$ cat src/design/segi_pkg.sv
// shared widths, types and the divider step for the segment intersection unit
package segi_pkg;

    localparam int COORD_BITS = 16;
    localparam int FRAC_BITS  = 16;

    localparam int DIFF_W = COORD_BITS + 1;
    localparam int PROD_W = 2 * DIFF_W;
    localparam int CRS_W  = PROD_W + 1;
    localparam int NUM_W  = CRS_W + DIFF_W + 1;
    localparam int QUO_W  = (COORD_BITS + 1 > FRAC_BITS) ? COORD_BITS + 1 : FRAC_BITS;
    localparam int REM_A  = (NUM_W > CRS_W + FRAC_BITS) ? NUM_W : CRS_W + FRAC_BITS;
    localparam int REM_W  = (REM_A > CRS_W + QUO_W) ? REM_A : CRS_W + QUO_W;

    localparam int QDEPTH = 4;
    localparam int QPTR_W = $clog2(QDEPTH);
    localparam int QCNT_W = $clog2(QDEPTH + 1);

    typedef logic signed [COORD_BITS-1:0] t_coord;
    typedef logic signed [DIFF_W-1:0]     t_diff;
    typedef logic signed [PROD_W-1:0]     t_prod;
    typedef logic signed [CRS_W-1:0]      t_crs;
    typedef logic signed [NUM_W-1:0]      t_num;

    typedef struct packed {
        t_coord a_start_x;
        t_coord a_start_y;
        t_coord a_stop_x;
        t_coord a_stop_y;
        t_coord b_start_x;
        t_coord b_start_y;
        t_coord b_stop_x;
        t_coord b_stop_y;
    } t_item;

    // classified request handed from front to back
    typedef struct packed {
        logic             hit;
        logic [CRS_W-1:0] tn;
        logic [CRS_W-1:0] sn;
        logic [CRS_W-1:0] den;
        t_coord           ax0;
        t_coord           ay0;
        t_diff            dx;
        t_diff            dy;
    } t_qent;

    typedef struct packed {
        logic             hit;
        logic             nx;
        logic             ny;
        logic [CRS_W-1:0] den;
        logic [REM_W-1:0] rt;
        logic [REM_W-1:0] rs;
        logic [REM_W-1:0] rx;
        logic [REM_W-1:0] ry;
        logic [QUO_W-1:0] qt;
        logic [QUO_W-1:0] qs;
        logic [QUO_W-1:0] qx;
        logic [QUO_W-1:0] qy;
    } t_dstg;

    // one restoring step on all four dividends, quotient bits enter at the bottom
    function automatic t_dstg f_div_step(input t_dstg s, input int b);
        t_dstg            r;
        logic [REM_W-1:0] dsh;
        logic             gt, gs, gx, gy;
        r   = s;
        dsh = REM_W'(s.den) << b;
        gt  = (s.rt >= dsh);
        gs  = (s.rs >= dsh);
        gx  = (s.rx >= dsh);
        gy  = (s.ry >= dsh);
        if (gt) r.rt = s.rt - dsh;
        if (gs) r.rs = s.rs - dsh;
        if (gx) r.rx = s.rx - dsh;
        if (gy) r.ry = s.ry - dsh;
        r.qt = {s.qt[QUO_W-2:0], gt};
        r.qs = {s.qs[QUO_W-2:0], gs};
        r.qx = {s.qx[QUO_W-2:0], gx};
        r.qy = {s.qy[QUO_W-2:0], gy};
        return r;
    endfunction

endpackage

$ cat src/design/segi_fifo.sv
// short queue of classified requests between front and back
module segi_fifo (
    input  logic            i_clk,
    input  logic            i_rst_n,
    input  logic            i_push,
    input  segi_pkg::t_qent i_data,
    output logic            o_full,
    input  logic            i_pop,
    output segi_pkg::t_qent o_data,
    output logic            o_empty
);

    localparam int PW = segi_pkg::QPTR_W;
    localparam int CNW = segi_pkg::QCNT_W;

    segi_pkg::t_qent  r_mem [0:segi_pkg::QDEPTH-1];
    logic [PW-1:0]    r_wp, r_rp;
    logic [CNW-1:0]   r_cnt;
    logic             do_push, do_pop;

    assign o_full  = (r_cnt == CNW'(segi_pkg::QDEPTH));
    assign o_empty = (r_cnt == '0);
    assign do_push = i_push && !o_full;
    assign do_pop  = i_pop && !o_empty;
    assign o_data  = r_mem[r_rp];

    always_ff @(posedge i_clk) begin
        if (!i_rst_n) begin
            r_wp  <= '0;
            r_rp  <= '0;
            r_cnt <= '0;
        end else begin
            if (do_push) r_wp <= r_wp + PW'(1);
            if (do_pop)  r_rp <= r_rp + PW'(1);
            if (do_push && !do_pop)      r_cnt <= r_cnt + CNW'(1);
            else if (do_pop && !do_push) r_cnt <= r_cnt - CNW'(1);
        end
    end

    always_ff @(posedge i_clk) begin
        if (do_push) r_mem[r_wp] <= i_data;
    end

endmodule

$ cat config.mk
export PLATFORM = sky130hd
export DESIGN_NAME = segi_fifo
export DESIGN_NICKNAME = d
export VERILOG_FILES = /design/src/design/segi_pkg.sv /design/src/design/segi_fifo.sv
export SDC_FILE = /design/constraint.sdc
export NUM_CORES = 1
export LEC_CHECK = 0
export BUFFER_PORTS_ARGS = -buffer_cell sky130_fd_sc_hd__buf_2
export CAP_MARGIN = 20
export CELL_PAD_IN_SITES_DETAIL_PLACEMENT = 1
export CELL_PAD_IN_SITES_GLOBAL_PLACEMENT = 1
export CORE_MARGIN = 3
export CORE_UTILIZATION = 45
export CTS_CLUSTER_DIAMETER = 100
export DETAILED_ROUTE_END_ITERATION = 10
export GPL_TIMING_DRIVEN = 0
export PLACE_DENSITY = 0.74
export SLEW_MARGIN = 15
export SYNTH_ARGS = -nofsm -noshare
export SYNTH_HDL_FRONTEND = slang
export SYNTH_SLANG_ARGS = --single-unit
$ cat constraint.sdc
create_clock -name i_clk -period 7.9 [get_ports i_clk]
set_clock_uncertainty 0.05 [all_clocks]
set_input_delay 1.58 -clock i_clk [delete_from_list [all_inputs] [get_ports i_clk]]
set_output_delay 1.58 -clock i_clk [all_outputs]
set_load 0.01 [all_outputs]
Word level (Yosys, flattened, before mapping)
Memories as Yosys holds them, arrays and structs flattened. A register that Yosys moved wholly into a read port is not among the register bits.
Cells that the tools add are included.
{ "totals": {"register_bits": 7, "mem_bits_rw": 688, "in_bits": 176, "out_inout_bits": 174, "elab_cells": 25, "n_memories": 1} }
{ "classes": {"n_addsub": 4, "eq_ne": 1, "n_mux": 6, "reduce_logical": 10} }
{ "memory_table": {"columns": ["name", "words", "word_bits", "read_ports", "rd_ports_with_merged_regs", "write_ports", "line", "rtl"], "rows": [
  ["r_mem", 4, 172, 1, 1, 1, "segi_fifo.sv:16", "segi_pkg::t_qent r_mem [0:segi_pkg::QDEPTH-1];"]
]} }
{ "ops": {"columns": ["operator", "n"], "rows": [
  ["$mux W3", 2],
  ["$add A2 B1 Y2 const B", 2],
  ["$logic_and A1 B1 Y1", 4],
  ["$logic_not A1 Y1", 4],
  ["$mux W2", 2],
  ["$add A3 B1 Y3 const B", 1],
  ["$eq A3 B3 Y1 const B", 1],
  ["$logic_not A3 Y1", 1],
  ["$sub A3 B1 Y3 const B", 1],
  ["$mux W1", 2],
  ["$reduce_bool A2 Y1", 1]
]} }

Logic depth before layout (Yosys ltp)
{ "depth": {"word_depth": 7, "depth_mapped": 9} }

Worst setup path before layout
OpenSTA, ideal clock, no wires.
{ "synth_timing": {"kind": "input port to flip-flop", "from": "input port i_push", "to": "memory r_mem[0][0] (netlist bit), enable pin", "setup_ps": 553, "arrival_time_ps": 5894, "required_time_ps": 7297, "setup_slack_ps": 1403, "stages": 3, "n_path_buf": 1, "path_cell_list": "nor2b_1 > clkbuf_1 > and2_1"} }
{ "synth_via": {"elab_chain_cells": 3} }
{ "synth_lines": {"columns": ["element", "line", "rtl"], "rows": [
  ["start, declared", "segi_fifo.sv:5", "input logic i_push,"],
  ["$logic_and A1 B1 Y1", "segi_fifo.sv:23", "assign do_push = i_push && !o_full;"],
  ["via do_push", "segi_fifo.sv:19", "logic do_push, do_pop;"],
  ["$mux W1", "segi_fifo.sv:41", "if (do_push) r_mem[r_wp] <= i_data;"],
  ["$mux W1 (implied by the code)", "segi_fifo.sv:41", null],
  ["end, declared", "segi_fifo.sv:16", null]
]} }
The timed path passes the listed nets, and every way through them passes these cells.

==> qor.yml <==
drt:
  drc_errors: 0
  antenna_left: 0
  wl_per_cell_um: 24.9
  wl_mm: 54.5
  vias: 11512
  drt_iter0_drc: 638
  via_per_inst: 5.25
  dr.pass1.iters: 4
synth:
  synth.top_cell.area_share_pct: 81.8
  ys_seq_area_share_pct: 82.5
  synth_top_family_by_area: "multiplexers"
  synthMuxAreaShare_pct: 15.5
  syn_nets: 1128
  netlist_instances: 946
  synth_cell_types: 24
  synth.avg_cell_area_um2: 26.7
  synthAdderAreaFrac_pct: 0.327
  synth_area_leaders: "edfxtp_1 82%, mux4_2 15%, dfxtp_1 0.71%, buf_6 0.45%, buf_2 0.38%"
  synth_compound_area_share_pct: 0.114
  synth_area_leader_cell: "edfxtp_1"
  synth-xor-area-share_pct: 0.139
  ys_ff_latch: 697
  yosysWarnings: 0
  synth_area_mm2: 0.0253
  yosys.area_share.simple_pct: 0.381
clocking:
  ctsHoldBuffers: 0
  numCtsBuffers: 72
  h-tree-depth: 3
  postCtsSetupRepairBufs: 0
  clk_pin_slew_worst_paths_ns: 0.06
  cts.path.max_buffers: 3
  clock_latency_ns: 0.59
  cts_resized: 0
  clock-sinks: 697
  cts_tree: "yes"
  cts_root_buffer: "clkbuf_16"
timing:
  finalCriticalPeriod_ns: 4.22
  max_freq_ghz: 0.237
  worst_pin_slew_ns: 0.764
  setup_tns_ns: 0
  layout_setup_ws_ns: 3.68
  setup_viol: 0
  drv_slew: 0
  fin_crit_sh_pct: 53.4
  rsz0062_at_grt: "no"
  hold_violations: 0
  relSlewSlack_pct: 49.1
  holdWs_ns: 0.462
min_path:
  hold_class: "register to register"
finish:
  utilization_pct: 55.3
  drive_gt1_share_pct: 46.4
  layout.nets: 1566
  stdcell_area_mm2: 0.0306
  syn_to_final_growth_pct: 21.1
power_and_ir_drop:
  vdd_ir_drop_max_uv: 247
  seq_power_share_pct: 45.0
  clkPwrFrac_pct: 31.5
  p_leak_uw: 0.0102
  switchingPower_uw: 2730
  power_density_mw_per_mm2: 333
  p_int_uw: 7450
  switching_share_pct: 26.8
  power.share.combinational_pct: 23.5
placed_design:
  io_buffers: 348
  place_area_mm2: 0.0284
  gp_congestion: 0.702
  dp_hpwl_mm: 35.1
  dp_slack_ns: 4.12
die:
  start_util_pct: 45.7
  die-area_mm2: 0.0590
  fp-row-count: 86
  ios: 350
  die_w_um: 243
  core-area_mm2: 0.0553
  die_y_um: 243
global_routing:
  grt_first_pass_wirelength_mm: 82.5
  grt_usage_pct: 18.8
  antenna_found_initial: 12
  grt_pass1_vias: 12773
  grt_max_degree: 48
  overflow: 0
worst_setup_path:
  crit_type: "register to output port"
  worst_path_largest_cell_delay_ns: 0.42
  critical_path.cell_chain: "buf_2 > buf_2 > buf_2 > mux4_2 > buf_2"
  start_kind: "register"
  worst_path_most_repeated_cell: "buf_2"
  slowest_stage: "buf_2"
  arrival_ns: 2.59
  required_ns: 6.27
  critical_path.max_fanout: 10
  end_kind: "output port"
run:
  max_cap_violations: 0
outcome:
  status: "finished, final reports clean"
==> registers in the layout, summed over array words and instances, names as in the netlist, named ones only <==
register  count
r_cnt         3
r_mem       688
r_rp          2
r_wp          2
==> layer usage <==
layer  GRT usage (%)  vias up  part of all wire (%)
met4            5.47       16                   2.1
li1                -     4992                     -
met2            31.1      328                    50
met1            24.4     6077                    40
met5               0        -                  0.17
met3            5.46       99                   6.8
==> stage by stage <==
stage	power, uW	instances
2_1_floorplan	6150	946
3_3_place_gp	7110	2042
3_5_place_dp	7110	2058
4_1_cts	10400	2186
5_1_grt	10600	2188
6_report	10200	2191
==> critical path: cells and delay by family (launching register included) <==
| kind | cells | cell delay [ns] |
|---|---|---|
| mux | 1 | 0.38 |
| flops | 1 | 0.30 |
| buf+inv | 4 | 1.31 |
==> power by group through the flow <==
stage	sequential [uW]	combinational [uW]	clock, uW
2_1_floorplan	4680	1470	0
5_1_grt	4610	2580	3460
6_report	4580	2390	3210
3_3_place_gp	4760	2350	0
4_1_cts	4580	2470	3300
3_5_place_dp	4660	2450	0
==> worst paths after layout <==
kind / from / end / slack, ns / cells after the start
hold / removal: r_wp[1] / r_wp[1] / 0.46 / 2
setup reg to reg: r_cnt[0] / r_mem[0][90] / 5.28 / 6
setup / recovery: register / o_data[121] / 3.68 / 5
hold reg to reg: r_wp[1] / r_wp[1] / 0.46 / 2
==> cell usage in the layout, fill, tap and decap left out <==
cell          n
edfxtp_1    688
buf_2       367
mux4_2      172
clkbuf_16    73
clkbuf_1     21
clkinv_1     15
buf_16       12
buf_6        10
dfxtp_1       9
clkinv_2      7
inv_6         6
diode_2       5
buf_1         5
ha_1          5
and2_4        4
and2_1        4
nand2_1       4
bufinv_16     4
buf_12        4
inv_1         3
xnor2_1       3
mux2i_1       3
clkinvlp_4    3
nor2b_1       2
buf_4         2
inv_16        2
nor3b_1       1
nor3_1        1
o31ai_1       1
o311ai_0      1
xor2_1        1
o21ai_0       1
or3_1         1
a21boi_0      1
fa_1          1
clkinv_4      1
==> synthesized netlist by cell type <==
| cell type | number |
|---|---|
| nor3_1 | 1 |
| nand2_1 | 4 |
| mux4_2 | 172 |
| buf_4 | 2 |
| and2_1 | 8 |
| mux2i_1 | 3 |
| xor2_1 | 1 |
| nor2b_1 | 2 |
| nor3b_1 | 1 |
| ha_1 | 5 |
| o31ai_1 | 1 |
| edfxtp_1 | 688 |
| o311ai_0 | 1 |
| buf_6 | 10 |
| clkbuf_1 | 4 |
| fa_1 | 1 |
| buf_2 | 19 |
| o21ai_0 | 1 |
| dfxtp_1 | 9 |
| a21boi_0 | 1 |
| xnor2_1 | 3 |
| inv_1 | 3 |
| buf_1 | 5 |
| or3_1 | 1 |
==> layout make-up <==
type	instances	area [um^2]
antenna	5	12.5
buffer	40	256
clock buffer	90	1890
clock inverter	38	335
fill	4826	24700
inverter	3	11.3
multi-input combinational	206	4160
sequential	697	20800
tap	748	936
timing repair buffer	364	2150
==> cells by family (layout without fill, tap and decap cells) <==
| group | Yosys count | count (layout) |
|---|---|---|
| DFF | 697 | 697 |
| adders and majority gates | 6 | 6 |
| and+or+nand+nor | 17 | 17 |
| xor gates and xnor gates | 4 | 4 |
| muxes | 175 | 175 |
| buffers and inverters | 43 | 535 |
| other | 0 | 5 |
| AOI/OAI and AO/OA | 4 | 4 |
Note: power is estimated with default switching activity, not from simulation.
